$ cat config.mk
export PLATFORM = sky130hd
export DESIGN_NAME = ata_taskfile_command_issuer
export DESIGN_NICKNAME = d
export VERILOG_FILES = /design/src/rtl/core/atc_pkg.sv /design/src/rtl/core/ata_taskfile_command_issuer.sv /design/src/rtl/core/atc_divider.sv /design/src/rtl/core/atc_front.sv /design/src/rtl/core/atc_cmd_queue.sv /design/src/rtl/core/atc_back.sv
export SDC_FILE = /design/constraint.sdc
export NUM_CORES = 1
export LEC_CHECK = 0
export ABC_AREA = 1
export ABC_CLOCK_PERIOD_IN_PS = 7500
export BUFFER_PORTS_ARGS = -buffer_cell sky130_fd_sc_hd__buf_2
export CORE_ASPECT_RATIO = 0.6
export CORE_MARGIN = 4
export CORE_UTILIZATION = 30
export CTS_CLUSTER_SIZE = 16
export DETAILED_ROUTE_END_ITERATION = 7
export GPL_TIMING_DRIVEN = 0
export PLACE_DENSITY_LB_ADDON = 0.12
export SETUP_SLACK_MARGIN = 0.4
export SLEW_MARGIN = 20
export SYNTH_ARGS = -nofsm -noshare
export SYNTH_HDL_FRONTEND = slang
export SYNTH_SLANG_ARGS = --single-unit
$ cat constraint.sdc
create_clock -name clock -period 7.5 [get_ports clock]
set_input_delay 1.125 -clock clock [delete_from_list [all_inputs] [get_ports clock]]
set_output_delay 1.125 -clock clock [all_outputs]
set_load 0.01 [all_outputs]
$ cat src/rtl/core/atc_pkg.sv
// Shared constants, codes and types of the ATA task-file command issuer.
package atc_pkg;

   // Field and register widths.
   localparam int unsigned LBA_W       = 48;
   localparam int unsigned COUNT_W     = 16;
   localparam int unsigned CYL_W       = 16;
   localparam int unsigned HEADS_W     = 5;
   localparam int unsigned SPT_W       = 6;
   localparam int unsigned MAX28_W     = 28;
   localparam int unsigned CSR_INDEX_W = 3;
   localparam int unsigned CSR_DATA_W  = 48;

   // Default depth of the command queue between front and back.
   localparam int unsigned QUEUE_DEPTH = 2;

   // CHS divider: dividend below cylinder_count * heads * spt, divisor heads * spt.
   localparam int unsigned CHS_NUM_W   = 27;
   localparam int unsigned CHS_DIV_W   = 11;
   localparam int unsigned DIV_STEP_W  = 5;

   // Addressing modes.
   localparam logic [1:0] MODE_CHS      = 2'd0;
   localparam logic [1:0] MODE_LBA28    = 2'd1;
   localparam logic [1:0] MODE_LBA48    = 2'd2;
   localparam logic [1:0] MODE_RESERVED = 2'd3;

   // Result status codes.
   localparam logic [1:0] STATUS_OK      = 2'd0;
   localparam logic [1:0] STATUS_RANGE   = 2'd1;
   localparam logic [1:0] STATUS_COUNT   = 2'd2;
   localparam logic [1:0] STATUS_DMA_CHS = 2'd3;

   // Command block register offsets.
   localparam logic [2:0] ATA_REG_DATA    = 3'd0;
   localparam logic [2:0] ATA_REG_COUNT   = 3'd2;
   localparam logic [2:0] ATA_REG_DEVICE  = 3'd6;
   localparam logic [2:0] ATA_REG_COMMAND = 3'd7;

   // Configuration register indexes.
   localparam logic [CSR_INDEX_W-1:0] CSR_ADDRESSING_MODE   = 3'd0;
   localparam logic [CSR_INDEX_W-1:0] CSR_CYLINDER_COUNT    = 3'd1;
   localparam logic [CSR_INDEX_W-1:0] CSR_HEAD_COUNT        = 3'd2;
   localparam logic [CSR_INDEX_W-1:0] CSR_SECTORS_PER_TRACK = 3'd3;
   localparam logic [CSR_INDEX_W-1:0] CSR_MAX_LBA28         = 3'd4;
   localparam logic [CSR_INDEX_W-1:0] CSR_MAX_LBA48         = 3'd5;
   localparam logic [CSR_INDEX_W-1:0] CSR_DRIVE_SELECT      = 3'd6;
   localparam logic [CSR_INDEX_W-1:0] CSR_USE_DMA           = 3'd7;

   // Selector bytes and limits.
   localparam logic [7:0]         SEL_CHS_BASE    = 8'hA0;
   localparam logic [7:0]         SEL_LBA_BASE    = 8'hE0;
   localparam logic [7:0]         SEL_NONE        = 8'hFF;
   localparam logic [COUNT_W-1:0] COUNT_MAX_SHORT = 16'h00FF;

   // Opcodes.
   localparam logic [7:0] OP_PIO_READ        = 8'h20;
   localparam logic [7:0] OP_PIO_WRITE       = 8'h30;
   localparam logic [7:0] OP_PIO_READ_EXT    = 8'h24;
   localparam logic [7:0] OP_PIO_WRITE_EXT   = 8'h34;
   localparam logic [7:0] OP_DMA_READ        = 8'hC8;
   localparam logic [7:0] OP_DMA_WRITE       = 8'hCA;
   localparam logic [7:0] OP_DMA_READ_EXT    = 8'h25;
   localparam logic [7:0] OP_DMA_WRITE_EXT   = 8'h35;

   // Reset values of the configuration registers.
   localparam logic [1:0]         RESET_MODE      = MODE_LBA28;
   localparam logic [CYL_W-1:0]   RESET_CYLINDERS = 16'd1024;
   localparam logic [HEADS_W-1:0] RESET_HEADS     = 5'd16;
   localparam logic [SPT_W-1:0]   RESET_SPT       = 6'd63;

   // Configuration register set.
   typedef struct packed {
      logic [1:0]         addressing_mode;
      logic [CYL_W-1:0]   cylinder_count;
      logic [HEADS_W-1:0] head_count;
      logic [SPT_W-1:0]   sectors_per_track;
      logic [MAX28_W-1:0] max_lba28;
      logic [LBA_W-1:0]   max_lba48;
      logic               drive_select;
      logic               use_dma;
   } cfg_type;

   // Classified command passed from front to back.
   typedef struct packed {
      logic [1:0]         status;
      logic               write;
      logic [1:0]         mode;
      logic               use_dma;
      logic               drive;
      logic [COUNT_W-1:0] count;
      logic [LBA_W-1:0]   lba;
      logic [CYL_W-1:0]   cyl;
      logic [3:0]         head;
      logic [SPT_W-1:0]   sector;
   } cmd_type;

   // Divider request and response.
   typedef struct packed {
      logic                  start;
      logic [DIV_STEP_W-1:0] steps;
      logic [CHS_NUM_W-1:0]  dividend;
      logic [CHS_DIV_W-1:0]  divisor;
   } div_req_type;

   typedef struct packed {
      logic                 done;
      logic [CHS_NUM_W-1:0] quotient;
      logic [CHS_DIV_W-1:0] remainder;
   } div_rsp_type;

   // One register write result.
   typedef struct packed {
      logic [2:0] reg_offset;
      logic [7:0] reg_value;
      logic [1:0] status;
      logic       last;
   } rsp_type;

endpackage

$ cat src/rtl/core/ata_taskfile_command_issuer.sv
// Top level of the ATA task-file command issuer: configuration registers and the two ends.
//
// Each accepted request (direction, start sector, sector count) yields the ordered
// command-block register writes that start it: the drive/head selector (left out when
// it equals the last one written), the count and address bytes (CHS, LBA28, or two
// LBA48 waves with the high bytes first) and finally the opcode, the final write
// flagged by rsp_last. A request that cannot be issued yields one result with a
// nonzero status and writes nothing. The front end checks each request; in CHS mode it
// also bounds the end address and runs the one-bit-per-cycle shift-subtract divider
// twice to split the start sector into cylinder, head and sector. The back end takes
// each command through a start state and then emits its writes in order, holding while
// the output register is full; a two-entry command queue lets both ends run at once.
// Configuration registers take effect for requests accepted after the write and
// should be written only while no request is in flight.
module ata_taskfile_command_issuer #(
   parameter int unsigned QUEUE_DEPTH = atc_pkg::QUEUE_DEPTH
) (
   input  logic                            clock,
   input  logic                            reset,
   input  logic                            push,
   output logic                            full,
   input  logic                            req_kind,
   input  logic [atc_pkg::LBA_W-1:0]       req_start_sector,
   input  logic [atc_pkg::COUNT_W-1:0]     req_sector_count,
   output logic                            empty,
   input  logic                            pop,
   output logic [2:0]                      rsp_reg_offset,
   output logic [7:0]                      rsp_reg_value,
   output logic [1:0]                      rsp_status,
   output logic                            rsp_last,
   input  logic                            csr_write,
   input  logic [atc_pkg::CSR_INDEX_W-1:0] csr_index,
   input  logic [atc_pkg::CSR_DATA_W-1:0]  csr_wdata
);

   atc_pkg::cfg_type cfg_ff, cfg_in;
   logic             q_push;
   logic             q_full;
   logic             q_pop;
   logic             q_empty;
   atc_pkg::cmd_type q_wdata;
   atc_pkg::cmd_type q_rdata;
   atc_pkg::rsp_type rsp;

   // Configuration register write decode.
   always_comb begin
      cfg_in = cfg_ff;
      if (csr_write) begin
         unique case (csr_index)
            atc_pkg::CSR_ADDRESSING_MODE:   cfg_in.addressing_mode   = csr_wdata[1:0];
            atc_pkg::CSR_CYLINDER_COUNT:    cfg_in.cylinder_count    =
                                               csr_wdata[atc_pkg::CYL_W-1:0];
            atc_pkg::CSR_HEAD_COUNT:        cfg_in.head_count        =
                                               csr_wdata[atc_pkg::HEADS_W-1:0];
            atc_pkg::CSR_SECTORS_PER_TRACK: cfg_in.sectors_per_track =
                                               csr_wdata[atc_pkg::SPT_W-1:0];
            atc_pkg::CSR_MAX_LBA28:         cfg_in.max_lba28         =
                                               csr_wdata[atc_pkg::MAX28_W-1:0];
            atc_pkg::CSR_MAX_LBA48:         cfg_in.max_lba48         =
                                               csr_wdata[atc_pkg::LBA_W-1:0];
            atc_pkg::CSR_DRIVE_SELECT:      cfg_in.drive_select      = csr_wdata[0];
            atc_pkg::CSR_USE_DMA:           cfg_in.use_dma           = csr_wdata[0];
            default:                        cfg_in = cfg_ff;
         endcase
      end
   end

   always_ff @(posedge clock) begin
      if (reset) begin
         cfg_ff.addressing_mode   <= atc_pkg::RESET_MODE;
         cfg_ff.cylinder_count    <= atc_pkg::RESET_CYLINDERS;
         cfg_ff.head_count        <= atc_pkg::RESET_HEADS;
         cfg_ff.sectors_per_track <= atc_pkg::RESET_SPT;
         cfg_ff.max_lba28         <= '0;
         cfg_ff.max_lba48         <= '0;
         cfg_ff.drive_select      <= 1'b0;
         cfg_ff.use_dma           <= 1'b1;
      end else begin
         cfg_ff <= cfg_in;
      end
   end

   atc_front u_front (
      .clock            (clock),
      .reset            (reset),
      .cfg              (cfg_ff),
      .push             (push),
      .full             (full),
      .req_kind         (req_kind),
      .req_start_sector (req_start_sector),
      .req_sector_count (req_sector_count),
      .q_push           (q_push),
      .q_data           (q_wdata),
      .q_full           (q_full)
   );

   atc_cmd_queue #(
      .DEPTH (QUEUE_DEPTH)
   ) u_queue (
      .clock   (clock),
      .reset   (reset),
      .q_push  (q_push),
      .q_wdata (q_wdata),
      .q_full  (q_full),
      .q_pop   (q_pop),
      .q_rdata (q_rdata),
      .q_empty (q_empty)
   );

   atc_back u_back (
      .clock   (clock),
      .reset   (reset),
      .q_empty (q_empty),
      .q_rdata (q_rdata),
      .q_pop   (q_pop),
      .empty   (empty),
      .pop     (pop),
      .rsp     (rsp)
   );

   assign rsp_reg_offset = rsp.reg_offset;
   assign rsp_reg_value  = rsp.reg_value;
   assign rsp_status     = rsp.status;
   assign rsp_last       = rsp.last;

endmodule

$ cat src/rtl/core/atc_divider.sv
// Shift-subtract divider, one quotient bit per cycle, used for the CHS conversion.
module atc_divider (
   input  logic                 clock,
   input  logic                 reset,
   input  atc_pkg::div_req_type div_req,
   output atc_pkg::div_rsp_type div_rsp
);

   localparam int unsigned NUM_W  = atc_pkg::CHS_NUM_W;
   localparam int unsigned DIV_W  = atc_pkg::CHS_DIV_W;
   localparam int unsigned STEP_W = atc_pkg::DIV_STEP_W;

   logic [NUM_W-1:0]  num_ff, num_in;
   logic [NUM_W-1:0]  quo_ff, quo_in;
   logic [DIV_W-1:0]  rem_ff, rem_in;
   logic [DIV_W-1:0]  divisor_ff, divisor_in;
   logic [STEP_W-1:0] count_ff, count_in;
   logic              busy_ff, busy_in;
   logic              done_ff, done_in;
   logic [DIV_W:0]    trial;
   logic [DIV_W:0]    diff;
   logic              fits;

   // Partial remainder with the next dividend bit brought down.
   assign trial = {rem_ff, num_ff[NUM_W-1]};
   assign diff  = trial - {1'b0, divisor_ff};
   assign fits  = trial >= {1'b0, divisor_ff};

   // Load on start, then one restoring step per cycle.
   always_comb begin
      num_in     = num_ff;
      quo_in     = quo_ff;
      rem_in     = rem_ff;
      divisor_in = divisor_ff;
      count_in   = count_ff;
      busy_in    = busy_ff;
      done_in    = 1'b0;
      if (div_req.start) begin
         num_in     = div_req.dividend;
         quo_in     = '0;
         rem_in     = '0;
         divisor_in = div_req.divisor;
         count_in   = div_req.steps;
         busy_in    = 1'b1;
      end else if (busy_ff) begin
         num_in   = {num_ff[NUM_W-2:0], 1'b0};
         quo_in   = {quo_ff[NUM_W-2:0], fits};
         rem_in   = fits ? diff[DIV_W-1:0] : trial[DIV_W-1:0];
         count_in = count_ff - STEP_W'(1);
         if (count_ff == STEP_W'(1)) begin
            busy_in = 1'b0;
            done_in = 1'b1;
         end
      end
   end

   always_ff @(posedge clock) begin
      num_ff     <= num_in;
      quo_ff     <= quo_in;
      rem_ff     <= rem_in;
      divisor_ff <= divisor_in;
      count_ff   <= count_in;
      if (reset) begin
         busy_ff <= 1'b0;
         done_ff <= 1'b0;
      end else begin
         busy_ff <= busy_in;
         done_ff <= done_in;
      end
   end

   assign div_rsp.done      = done_ff;
   assign div_rsp.quotient  = quo_ff;
   assign div_rsp.remainder = rem_ff;

endmodule

$ cat src/rtl/core/atc_front.sv
// Front end: accepts requests, checks them and works out the CHS address.
module atc_front (
   input  logic                        clock,
   input  logic                        reset,
   input  atc_pkg::cfg_type            cfg,
   input  logic                        push,
   output logic                        full,
   input  logic                        req_kind,
   input  logic [atc_pkg::LBA_W-1:0]   req_start_sector,
   input  logic [atc_pkg::COUNT_W-1:0] req_sector_count,
   output logic                        q_push,
   output atc_pkg::cmd_type            q_data,
   input  logic                        q_full
);

   localparam int unsigned NUM_W  = atc_pkg::CHS_NUM_W;
   localparam int unsigned DIV_W  = atc_pkg::CHS_DIV_W;
   localparam int unsigned END_W  = atc_pkg::LBA_W + 1;
   localparam int unsigned STEP_W = atc_pkg::DIV_STEP_W;
   localparam int unsigned SPT_W  = atc_pkg::SPT_W;

   typedef enum logic [2:0] {
      F_IDLE,
      F_CHECK,
      F_LIMIT,
      F_DIV_CYL,
      F_DIV_HEAD,
      F_PUSH
   } state_type;

   state_type            state_ff, state_in;
   atc_pkg::cmd_type     cmd_ff, cmd_in;
   logic [END_W-1:0]     end_ff, end_in;
   logic [DIV_W-1:0]     hpc_ff, hpc_in;
   logic [NUM_W-1:0]     limit_ff, limit_in;
   logic [NUM_W-1:0]     limit_prod;
   atc_pkg::div_req_type div_req;
   atc_pkg::div_rsp_type div_rsp;

   atc_divider u_divider (
      .clock   (clock),
      .reset   (reset),
      .div_req (div_req),
      .div_rsp (div_rsp)
   );

   // Sectors per cylinder times cylinders bounds the CHS end address.
   assign limit_prod = NUM_W'(cfg.cylinder_count) * NUM_W'(hpc_ff);

   // Request classification sequencer.
   always_comb begin
      state_in = state_ff;
      cmd_in   = cmd_ff;
      end_in   = end_ff;
      hpc_in   = hpc_ff;
      limit_in = limit_ff;
      q_push   = 1'b0;
      div_req  = '0;
      unique case (state_ff)
         F_IDLE: begin
            if (push) begin
               cmd_in.status  = atc_pkg::STATUS_OK;
               cmd_in.write   = req_kind;
               cmd_in.mode    = cfg.addressing_mode;
               cmd_in.use_dma = cfg.use_dma;
               cmd_in.drive   = cfg.drive_select;
               cmd_in.count   = req_sector_count;
               cmd_in.lba     = req_start_sector;
               cmd_in.cyl     = '0;
               cmd_in.head    = '0;
               cmd_in.sector  = '0;
               end_in   = END_W'(req_start_sector) + END_W'(req_sector_count);
               hpc_in   = DIV_W'(cfg.head_count) * DIV_W'(cfg.sectors_per_track);
               state_in = F_CHECK;
            end
         end
         F_CHECK: begin
            state_in = F_PUSH;
            if (cmd_ff.mode == atc_pkg::MODE_RESERVED) begin
               cmd_in.status = atc_pkg::STATUS_RANGE;
            end else if (cmd_ff.mode == atc_pkg::MODE_CHS && cmd_ff.use_dma) begin
               cmd_in.status = atc_pkg::STATUS_DMA_CHS;
            end else if (cmd_ff.mode != atc_pkg::MODE_LBA48 &&
                         cmd_ff.count > atc_pkg::COUNT_MAX_SHORT) begin
               cmd_in.status = atc_pkg::STATUS_COUNT;
            end else if (cmd_ff.mode == atc_pkg::MODE_LBA28) begin
               if (end_ff >= END_W'(cfg.max_lba28)) begin
                  cmd_in.status = atc_pkg::STATUS_RANGE;
               end
            end else if (cmd_ff.mode == atc_pkg::MODE_LBA48) begin
               if (end_ff >= END_W'(cfg.max_lba48)) begin
                  cmd_in.status = atc_pkg::STATUS_RANGE;
               end
            end else if (hpc_ff == '0) begin
               cmd_in.status = atc_pkg::STATUS_RANGE;
            end else begin
               limit_in = limit_prod;
               state_in = F_LIMIT;
            end
         end
         F_LIMIT: begin
            // An end past the last cylinder is refused; in range, the start address fits the divider.
            if (end_ff >= END_W'(limit_ff)) begin
               cmd_in.status = atc_pkg::STATUS_RANGE;
               state_in      = F_PUSH;
            end else begin
               div_req.start    = 1'b1;
               div_req.steps    = STEP_W'(NUM_W);
               div_req.dividend = cmd_ff.lba[NUM_W-1:0];
               div_req.divisor  = hpc_ff;
               state_in         = F_DIV_CYL;
            end
         end
         F_DIV_CYL: begin
            // Cylinder is the quotient; the remainder splits into head and sector.
            if (div_rsp.done) begin
               cmd_in.cyl       = div_rsp.quotient[atc_pkg::CYL_W-1:0];
               div_req.start    = 1'b1;
               div_req.steps    = STEP_W'(DIV_W);
               div_req.dividend = {div_rsp.remainder, {(NUM_W-DIV_W){1'b0}}};
               div_req.divisor  = DIV_W'(cfg.sectors_per_track);
               state_in         = F_DIV_HEAD;
            end
         end
         F_DIV_HEAD: begin
            if (div_rsp.done) begin
               cmd_in.head   = div_rsp.quotient[3:0];
               cmd_in.sector = div_rsp.remainder[SPT_W-1:0] + SPT_W'(1);
               state_in      = F_PUSH;
            end
         end
         F_PUSH: begin
            if (!q_full) begin
               q_push   = 1'b1;
               state_in = F_IDLE;
            end
         end
         default: begin
            state_in = F_IDLE;
         end
      endcase
   end

   always_ff @(posedge clock) begin
      cmd_ff   <= cmd_in;
      end_ff   <= end_in;
      hpc_ff   <= hpc_in;
      limit_ff <= limit_in;
      if (reset) begin
         state_ff <= F_IDLE;
      end else begin
         state_ff <= state_in;
      end
   end

   assign full   = (state_ff != F_IDLE);
   assign q_data = cmd_ff;

   // The divider only finishes while the front waits for it.
   assert property (@(posedge clock) disable iff (reset)
      div_rsp.done |-> (state_ff == F_DIV_CYL || state_ff == F_DIV_HEAD))
      else $error("divider finished outside a divide state");

endmodule

$ cat src/rtl/core/atc_cmd_queue.sv
// Short queue of classified commands between the front and back ends.
module atc_cmd_queue #(
   parameter int unsigned DEPTH = atc_pkg::QUEUE_DEPTH
) (
   input  logic             clock,
   input  logic             reset,
   input  logic             q_push,
   input  atc_pkg::cmd_type q_wdata,
   output logic             q_full,
   input  logic             q_pop,
   output atc_pkg::cmd_type q_rdata,
   output logic             q_empty
);

   localparam int unsigned PTR_W = (DEPTH > 1) ? $clog2(DEPTH) : 1;
   localparam int unsigned CNT_W = $clog2(DEPTH + 1);

   atc_pkg::cmd_type entry_ff [DEPTH];
   logic [PTR_W-1:0] wr_ptr_ff, wr_ptr_in;
   logic [PTR_W-1:0] rd_ptr_ff, rd_ptr_in;
   logic [CNT_W-1:0] count_ff, count_in;
   logic             do_push;
   logic             do_pop;

   assign q_full  = (count_ff == CNT_W'(DEPTH));
   assign q_empty = (count_ff == '0);
   assign do_push = q_push && !q_full;
   assign do_pop  = q_pop && !q_empty;
   assign q_rdata = entry_ff[rd_ptr_ff];

   // Pointer and fill count update.
   always_comb begin
      wr_ptr_in = wr_ptr_ff;
      rd_ptr_in = rd_ptr_ff;
      count_in  = count_ff;
      if (do_push) begin
         wr_ptr_in = (wr_ptr_ff == PTR_W'(DEPTH - 1)) ? '0 : wr_ptr_ff + PTR_W'(1);
      end
      if (do_pop) begin
         rd_ptr_in = (rd_ptr_ff == PTR_W'(DEPTH - 1)) ? '0 : rd_ptr_ff + PTR_W'(1);
      end
      if (do_push && !do_pop) begin
         count_in = count_ff + CNT_W'(1);
      end else if (do_pop && !do_push) begin
         count_in = count_ff - CNT_W'(1);
      end
   end

   always_ff @(posedge clock) begin
      if (do_push) begin
         entry_ff[wr_ptr_ff] <= q_wdata;
      end
      if (reset) begin
         wr_ptr_ff <= '0;
         rd_ptr_ff <= '0;
         count_ff  <= '0;
      end else begin
         wr_ptr_ff <= wr_ptr_in;
         rd_ptr_ff <= rd_ptr_in;
         count_ff  <= count_in;
      end
   end

   // The front never offers a command while the queue is full.
   assert property (@(posedge clock) disable iff (reset) !(q_push && q_full))
      else $error("command pushed into a full queue");

   // The fill count never passes the depth.
   assert property (@(posedge clock) disable iff (reset) count_ff <= CNT_W'(DEPTH))
      else $error("command queue count overflow");

endmodule

$ cat src/rtl/core/atc_back.sv
// Back end: turns each classified command into its ordered register writes.
module atc_back (
   input  logic             clock,
   input  logic             reset,
   input  logic             q_empty,
   input  atc_pkg::cmd_type q_rdata,
   output logic             q_pop,
   output logic             empty,
   input  logic             pop,
   output atc_pkg::rsp_type rsp
);

   typedef enum logic [2:0] {
      B_IDLE,
      B_START,
      B_ERROR,
      B_SELECT,
      B_HIGH,
      B_LOW,
      B_COMMAND
   } state_type;

   state_type        state_ff, state_in;
   atc_pkg::cmd_type cmd_ff, cmd_in;
   logic [1:0]       idx_ff, idx_in;
   logic [7:0]       sel_ff, sel_in;
   logic             sel_valid_ff, sel_valid_in;
   logic             out_valid_ff, out_valid_in;
   atc_pkg::rsp_type out_ff, out_in;
   logic             can_load;
   logic [7:0]       selector;
   logic [7:0]       high_byte;
   logic [7:0]       low_byte;
   logic [7:0]       opcode;
   logic [2:0]       addr_offset;

   // The output register takes a new write when free or being drained.
   assign can_load    = !out_valid_ff || pop;
   assign addr_offset = atc_pkg::ATA_REG_COUNT + {1'b0, idx_ff};

   // Drive/head selector byte for this command.
   always_comb begin
      unique case (cmd_ff.mode)
         atc_pkg::MODE_CHS: begin
            selector = atc_pkg::SEL_CHS_BASE | {3'b000, cmd_ff.drive, cmd_ff.head};
         end
         atc_pkg::MODE_LBA28: begin
            selector = atc_pkg::SEL_LBA_BASE | {3'b000, cmd_ff.drive, cmd_ff.lba[27:24]};
         end
         default: begin
            selector = atc_pkg::SEL_LBA_BASE | {3'b000, cmd_ff.drive, 4'h0};
         end
      endcase
   end

   // Previous-content bytes of the 48-bit wave.
   always_comb begin
      case (idx_ff)
         2'd0:    high_byte = cmd_ff.count[15:8];
         2'd1:    high_byte = cmd_ff.lba[31:24];
         2'd2:    high_byte = cmd_ff.lba[39:32];
         default: high_byte = cmd_ff.lba[47:40];
      endcase
   end

   // Current-content bytes: count and address, CHS or LBA.
   always_comb begin
      case (idx_ff)
         2'd0: low_byte = cmd_ff.count[7:0];
         2'd1: begin
            low_byte = (cmd_ff.mode == atc_pkg::MODE_CHS) ?
                       {2'b00, cmd_ff.sector} : cmd_ff.lba[7:0];
         end
         2'd2: begin
            low_byte = (cmd_ff.mode == atc_pkg::MODE_CHS) ?
                       cmd_ff.cyl[7:0] : cmd_ff.lba[15:8];
         end
         default: begin
            low_byte = (cmd_ff.mode == atc_pkg::MODE_CHS) ?
                       cmd_ff.cyl[15:8] : cmd_ff.lba[23:16];
         end
      endcase
   end

   // Opcode by transfer type, address width and direction.
   always_comb begin
      if (cmd_ff.use_dma) begin
         if (cmd_ff.mode == atc_pkg::MODE_LBA48) begin
            opcode = cmd_ff.write ? atc_pkg::OP_DMA_WRITE_EXT : atc_pkg::OP_DMA_READ_EXT;
         end else begin
            opcode = cmd_ff.write ? atc_pkg::OP_DMA_WRITE : atc_pkg::OP_DMA_READ;
         end
      end else begin
         if (cmd_ff.mode == atc_pkg::MODE_LBA48) begin
            opcode = cmd_ff.write ? atc_pkg::OP_PIO_WRITE_EXT : atc_pkg::OP_PIO_READ_EXT;
         end else begin
            opcode = cmd_ff.write ? atc_pkg::OP_PIO_WRITE : atc_pkg::OP_PIO_READ;
         end
      end
   end

   // Write sequencer.
   always_comb begin
      state_in     = state_ff;
      cmd_in       = cmd_ff;
      idx_in       = idx_ff;
      sel_in       = sel_ff;
      sel_valid_in = sel_valid_ff;
      out_valid_in = out_valid_ff && !pop;
      out_in       = out_ff;
      q_pop        = 1'b0;
      unique case (state_ff)
         B_IDLE: begin
            if (!q_empty) begin
               q_pop    = 1'b1;
               cmd_in   = q_rdata;
               state_in = B_START;
            end
         end
         B_START: begin
            idx_in = '0;
            if (cmd_ff.status != atc_pkg::STATUS_OK) begin
               state_in = B_ERROR;
            end else if (!sel_valid_ff || sel_ff != selector) begin
               state_in = B_SELECT;
            end else if (cmd_ff.mode == atc_pkg::MODE_LBA48) begin
               state_in = B_HIGH;
            end else begin
               state_in = B_LOW;
            end
         end
         B_ERROR: begin
            if (can_load) begin
               out_valid_in = 1'b1;
               out_in       = '{atc_pkg::ATA_REG_DATA, 8'h00, cmd_ff.status, 1'b1};
               state_in     = B_IDLE;
            end
         end
         B_SELECT: begin
            if (can_load) begin
               out_valid_in = 1'b1;
               out_in       = '{atc_pkg::ATA_REG_DEVICE, selector, atc_pkg::STATUS_OK, 1'b0};
               sel_in       = selector;
               sel_valid_in = 1'b1;
               state_in     = (cmd_ff.mode == atc_pkg::MODE_LBA48) ? B_HIGH : B_LOW;
            end
         end
         B_HIGH: begin
            if (can_load) begin
               out_valid_in = 1'b1;
               out_in       = '{addr_offset, high_byte, atc_pkg::STATUS_OK, 1'b0};
               idx_in       = idx_ff + 2'd1;
               if (idx_ff == 2'd3) begin
                  state_in = B_LOW;
               end
            end
         end
         B_LOW: begin
            if (can_load) begin
               out_valid_in = 1'b1;
               out_in       = '{addr_offset, low_byte, atc_pkg::STATUS_OK, 1'b0};
               idx_in       = idx_ff + 2'd1;
               if (idx_ff == 2'd3) begin
                  state_in = B_COMMAND;
               end
            end
         end
         B_COMMAND: begin
            if (can_load) begin
               out_valid_in = 1'b1;
               out_in       = '{atc_pkg::ATA_REG_COMMAND, opcode, atc_pkg::STATUS_OK, 1'b1};
               state_in     = B_IDLE;
            end
         end
         default: begin
            state_in = B_IDLE;
         end
      endcase
   end

   always_ff @(posedge clock) begin
      cmd_ff <= cmd_in;
      idx_ff <= idx_in;
      out_ff <= out_in;
      if (reset) begin
         state_ff     <= B_IDLE;
         sel_ff       <= atc_pkg::SEL_NONE;
         sel_valid_ff <= 1'b0;
         out_valid_ff <= 1'b0;
      end else begin
         state_ff     <= state_in;
         sel_ff       <= sel_in;
         sel_valid_ff <= sel_valid_in;
         out_valid_ff <= out_valid_in;
      end
   end

   assign empty = !out_valid_ff;
   assign rsp   = out_ff;

   // An error result is always the only, and so the last, write of its request.
   assert property (@(posedge clock) disable iff (reset)
      (out_valid_ff && out_ff.status != atc_pkg::STATUS_OK) |-> out_ff.last)
      else $error("error result not marked last");

   // Once a selector has been written it stays known.
   assert property (@(posedge clock) disable iff (reset) sel_valid_ff |=> sel_valid_ff)
      else $error("selector record lost");

   // Selector writes always carry the fixed high bits of the device register.
   assert property (@(posedge clock) disable iff (reset)
      (out_valid_ff && out_ff.reg_offset == atc_pkg::ATA_REG_DEVICE) |->
      (out_ff.reg_value[7] && out_ff.reg_value[5] && out_ff.last == 1'b0))
      else $error("malformed selector write");

endmodule

Yosys cells after proc, flatten, opt, wreduce, memory -nomap -nowiden
Memory sizes are Yosys's and may differ from the RTL's. A register that Yosys moved wholly into a read port is not among the register bits.
Index checks and enable logic that the tools add are counted.
- flip-flop bits (word level): 399
- bits in writable memories: 194
- input bits: 121
- output and inout bits: 16
- memories kept: 1
- memories (memory ; words ; bits a word ; read ports ; clocked after memory_dff ; write ports ; RTL line ; text):
    u_queue.entry_ff ; 2 ; 97 ; 1 ; 1 ; 1 ; atc_cmd_queue.sv:18 ; atc_pkg::cmd_type entry_ff [DEPTH];
- add/subtract/negate cells: 10
- multiply operators: 2
- order comparisons: 5
- equality and inequality tests: 48
- muxes and demuxes: 83
- bitwise logic cells: 8
- reductions and logical operators: 56
- operators by type and width (operator ; number):
    $mux W97 ; 1
    $mux W44 ; 2
    $pmux W44 S2 ; 1
    $mux W14 ; 5
    $pmux W14 S5 ; 1
    $mux W3 ; 20
    $mux W27 ; 2
    $add A48 B16 Y49 ; 1
    $ge A49 B27 Y1 ; 1
    $ge A49 B28 Y1 ; 1
    $ge A49 B48 Y1 ; 1
    $mux W8 ; 6
    $pmux W8 S3 ; 2
    $pmux W3 S6 ; 2
    $pmux W16 S2 ; 1
    $eq A3 B3 Y1 const B ; 9
    $mul A16 B11 Y27 ; 1
    $mux W2 ; 13
    $mux W5 ; 5
    $reduce_and A2 Y1 ; 12
    $ne A2 B1 Y1 const B ; 10
    $pmux W10 S2 ; 1
    $eq A3 B2 Y1 const B ; 6
    $gt A16 B8 Y1 const B ; 1
    42 further kinds ; 107

Depth between registers and ports, before layout
- word-level depth: 8
- depth in mapped cells: 24
- gate-level depth less buffers: 22

Modules after synthesis
From an unflattened synthesis, not the netlist that was laid out.
- cells, all modules: 4101
- area total of the unflattened synthesis: 39057.5 sq um
- by module, submodules not included (module ; instances ; cells an instance ; area each (sq um)):
    atc_front ; 1 ; 2249 ; 18377.6
    atc_cmd_queue ; 1 ; 339 ; 7359.6
    atc_back ; 1 ; 420 ; 5083.6
    ata_taskfile_command_issuer ; 1 ; 638 ; 4349.2
    atc_divider ; 1 ; 455 ; 3887.5

Worst setup path after synthesis
OpenSTA, ideal clock, no wires.
- path type: input to register
- start: input port push
- end: register u_front.cmd_ff (netlist bit u_front.q_data[0]), enable pin
- setup time: 0.391 ns
- arrival: 7.628 ns
- setup slack: -0.519 ns
- stages on the path: 4
- buffers on the path: 0
- path through: inv_1 nor2_1 inv_1 o21ai_0
- longest elaborated chain between the ends: 2
- RTL lines (item ; RTL line ; text):
    from (decl) ; ata_taskfile_command_issuer.sv:20 ; input logic push,
    $ne A2 B2 Y1 (no source line) ; -- ;
    $reduce_and A3 Y1 (no source line) ; -- ;
    to (signal assigned) ; atc_front.sv:145 ; cmd_ff <= cmd_in;
    to (decl) ; atc_front.sv:32 ; atc_pkg::cmd_type cmd_ff, cmd_in;
Every way passes these cells.
A chain may end at the register's enable or synchronous reset.

Worst setup path in the final report
- start: register u_front.hpc_ff[9]
- end: register u_front.limit_ff[23], data pin
- longest elaborated chain between the ends: 1
- RTL lines (item ; RTL line ; text):
    from (decl) ; atc_front.sv:34 ; logic [DIV_W-1:0] hpc_ff, hpc_in;
    from (signal assigned) ; atc_front.sv:147 ; hpc_ff <= hpc_in;
    $mul A16 B11 Y27 ; atc_front.sv:48 ; assign limit_prod = NUM_W'(cfg.cylinder_count) * NUM_W'(hpc_ff);
    via u_front.limit_prod[23] ; atc_front.sv:36 ; logic [NUM_W-1:0] limit_prod;
    to (signal assigned) ; atc_front.sv:148 ; limit_ff <= limit_in;
    to (decl) ; atc_front.sv:35 ; logic [NUM_W-1:0] limit_ff, limit_in;
The timed path passes the listed nets, and every way through them passes these cells.

==> metrics.csv <==
metric;value;unit
status;completed;
ys_types;52;
tightest_slew;1.11;ns
dp_hpwl;94600;um
synth_edf_count;534;
path_cells;clkbuf_1 -> clkbuf_1 -> nand2_1 -> fa_1 -> fa_1 -> inv_1 -> fa_1 -> fa_1 -> inv_1 -> fa_1 -> inv_1 -> ha_1 -> a21oi_1 -> nor2_1 -> nor2_1 -> nand2_1 -> nand2_1 -> nand3_1 -> a31oi_1 -> xnor2_1;
io_buffer_count;135;
clkSinkCount;688;
yosysMostFrequentCell;nand2_1;
syn_nets;4303;
ys_seq_elements;688;
max_slew_margin;26.1;%
crit_fanout;10;
core;0.122;mm2
max-clock-path-buffers;3;
arrival;7.14;ns
pre_cts_slack;0.862;ns
leakagePower;17.9;nW
drive_above_1_share;7.74;%
firstDrtPassIters;6;
grt_max_degree;27;
async_flop_share;0;%
wl_per_cell;20.6;um
hold_class;reg -> reg;
numCtsBuffers;72;
layout_setup_ws;0.756;ns
cts_tree;yes;
viasPerCell;4.64;
routed_wl;118000;um
dieArea;0.129;mm2
yosysTopAreaCell;edfxtp_1;
synth.yosys.warnings;0;
root_buffer;clkbuf_16;
cts.clk_slew.worst_paths;0.06;ns
cpPeakStageDelay;0.81;ns
fin_skew;0.0270;ns
slowest_stage;clkbuf_1;
io_pins;137;
crit_buf_inv;5;
htree_levels;3;
syn_avg_cell_area;9.65;um2
fp.dieH;279;um
crit_family;adder cells;
ys.flop_type;edfxtp_1;
drv_slew;0;
num_vias;26600;
antenna_found_initial;16;
synth_area;0.0368;mm2
drt_first_iter_violations;2582;
power_density;297;mW/mm2
cts_hold_buffers;0;
rows;99;
final_antenna_net_count;0;
area_growth;15.7;%
grt_setup_unrepaired;no;
netlist_top_cells_area;edfxtp_1 44%, nand2_1 10%, dfxtp_1 8.4%, ha_1 7.7%, fa_1 7.6%;
maxCapViolCount;0;
fin_crit_sh;89.9;%
gp_congestion;0.904;
first_global_vias;25500;
cp_common_cell;fa_1;
dpl_cell_area;0.0402;mm2
nets;4537;
track_usage;18.3;%
synth_cells;3816;
start_util;30.3;%
yosysSeqAreaShare;51.9;%
grt.overflow.total;0;
peakVddDrop;0.000157;V
die_x;460;um
clock_latency;0.66;ns
cp_data_required_time;7.89;ns
stdcell_area;0.0426;mm2
synth_top_area_share;43.5;%
cts_resized;0;
fmax;148;MHz
worst_setup_path_start_kind;register;
post_cts_buffers;0;
period_needed;6.74;ns
worstSetupPathType;reg -> reg;
setup_viol;0;
end_kind;register;
grt_pass1_wl;174000;um
hold_violations;0;
drc;0;
synthTopCellsByCount;986 x nand2_1, 574 x inv_1, 534 x edfxtp_1;
[metrics by stage]
step / hold WS [ns] / total power, mW / std cells / setup TNS, ns / utilization, %
after detailed placement: 0.427 / 8.97 / 5592 / 0 / 33.0
after global routing: 0.452 / 13.4 / 5726 / 0 / 35.0
after floorplan: 0.402 / 7.38 / 3816 / 0 / -
after CTS: 0.437 / 12.7 / 5724 / 0 / 35.0
final: 0.436 / 12.6 / 5731 / 0 / 35.0
after global placement: 0.422 / 8.74 / 5567 / -594.34 / 32.5
[area by class of cell]
type / instances / area (um2)
antenna: 7 / 17.5
buffer: 118 / 478
clock buffer: 100 / 2070
clock inverter: 32 / 328
fill: 12400 / 79100
inverter: 583 / 2190
multi-input combinational: 2427 / 15100
sequential: 688 / 19100
tap: 1616 / 2020
timing repair buffer: 160 / 1290
[flip-flops by register name, indices dropped and copies added (netlist names), 2 cells and up]
signal and cells:
u_front.q_data 97, u_back.rsp 14, u_front.u_divider.rem_ff 11, u_front.state_ff 3, u_back.idx_ff 2, u_back.cmd_ff 97, u_front.u_divider.count_ff 5, u_back.sel_ff 6
u_back.state_ff 3, u_front.end_ff 49, u_queue.entry_ff 194, u_front.limit_ff 27, u_front.u_divider.divisor_ff 11, u_queue.count_ff 2, u_front.hpc_ff 11, u_front.u_divider.num_ff 27
u_front.u_divider.quo_ff 16, cfg_ff 107
[cells by family after synthesis]
group	synth area share (%)
buffers and inverters	7.24
DFF	51.9
AOI/OAI and AO/OA	7.47
xor gates and xnor gates	2.00
and+or+nand+nor	16.1
adders and majority gates	15.3
[cell usage in the layout (no fill, tap or decap), types with 16 or more instances in the layout]
| cell | netlist | layout |
|---|---|---|
| edfxtp_1 | 534 | 534 |
| clkbuf_1 | 103 | 118 |
| clkbuf_16 | 0 | 76 |
| ha_1 | 227 | 227 |
| buf_16 | 0 | 16 |
| inv_1 | 574 | 574 |
| fa_1 | 139 | 139 |
| a21oi_1 | 197 | 196 |
| dfxtp_1 | 154 | 154 |
| o21ai_0 | 201 | 200 |
| nand2_1 | 986 | 985 |
| nand4_1 | 44 | 44 |
| buf_2 | 5 | 140 |
| nand3_1 | 85 | 85 |
| a211oi_1 | 21 | 21 |
| xor2_1 | 57 | 57 |
| xnor2_1 | 27 | 27 |
| nor3_1 | 35 | 35 |
| nor2_1 | 290 | 286 |
[report_power, final]
part           switching, mW  total (mW)  internal (mW)
clock network           1.60        3.72           2.12
logic                   2.43        3.48           1.06
registers              0.415        5.43           5.02
[per-layer routing]
metal | share of wire, % | GRT usage, % | routed length (um)
met3 | 8.8 | 5.69 | 10300
met5 | 0.0059 | 0 | 7
met2 | 37 | 23.6 | 43600
met1 | 53 | 29.9 | 62600
met4 | 1.2 | 2.41 | 1440
[worst register-to-register path, stage by stage (launching register included)]
cell      delay, ns
edfxtp_1       0.33
clkbuf_1       0.81
clkbuf_1       0.64
nand2_1        0.18
fa_1           0.54
fa_1           0.55
inv_1          0.05
fa_1           0.50
fa_1           0.55
inv_1          0.05
fa_1           0.56
inv_1          0.05
ha_1           0.35
a21oi_1        0.29
nor2_1         0.08
nor2_1         0.23
nand2_1        0.12
nand2_1        0.07
nand3_1        0.20
a31oi_1        0.24
xnor2_1        0.09
[path summary, 6_finish.rpt]
kind,slack (ns),to,startpoint,cells past startpoint
worst max-delay path,0.76,u_front.limit_ff[23]$_DFFE_PP_,u_front.hpc_ff[9]$_DFFE_PP_,20
worst min-delay path,0.44,u_front.q_data[91]$_DFFE_PP_,cfg_ff[0]$_SDFFE_PP1P_,0
worst max register to register,0.76,u_front.limit_ff[23]$_DFFE_PP_,u_front.hpc_ff[9]$_DFFE_PP_,20
worst min register to register,0.44,u_front.q_data[91]$_DFFE_PP_,cfg_ff[0]$_SDFFE_PP1P_,0
No activity file was read; power rests on OpenSTA's default activity.
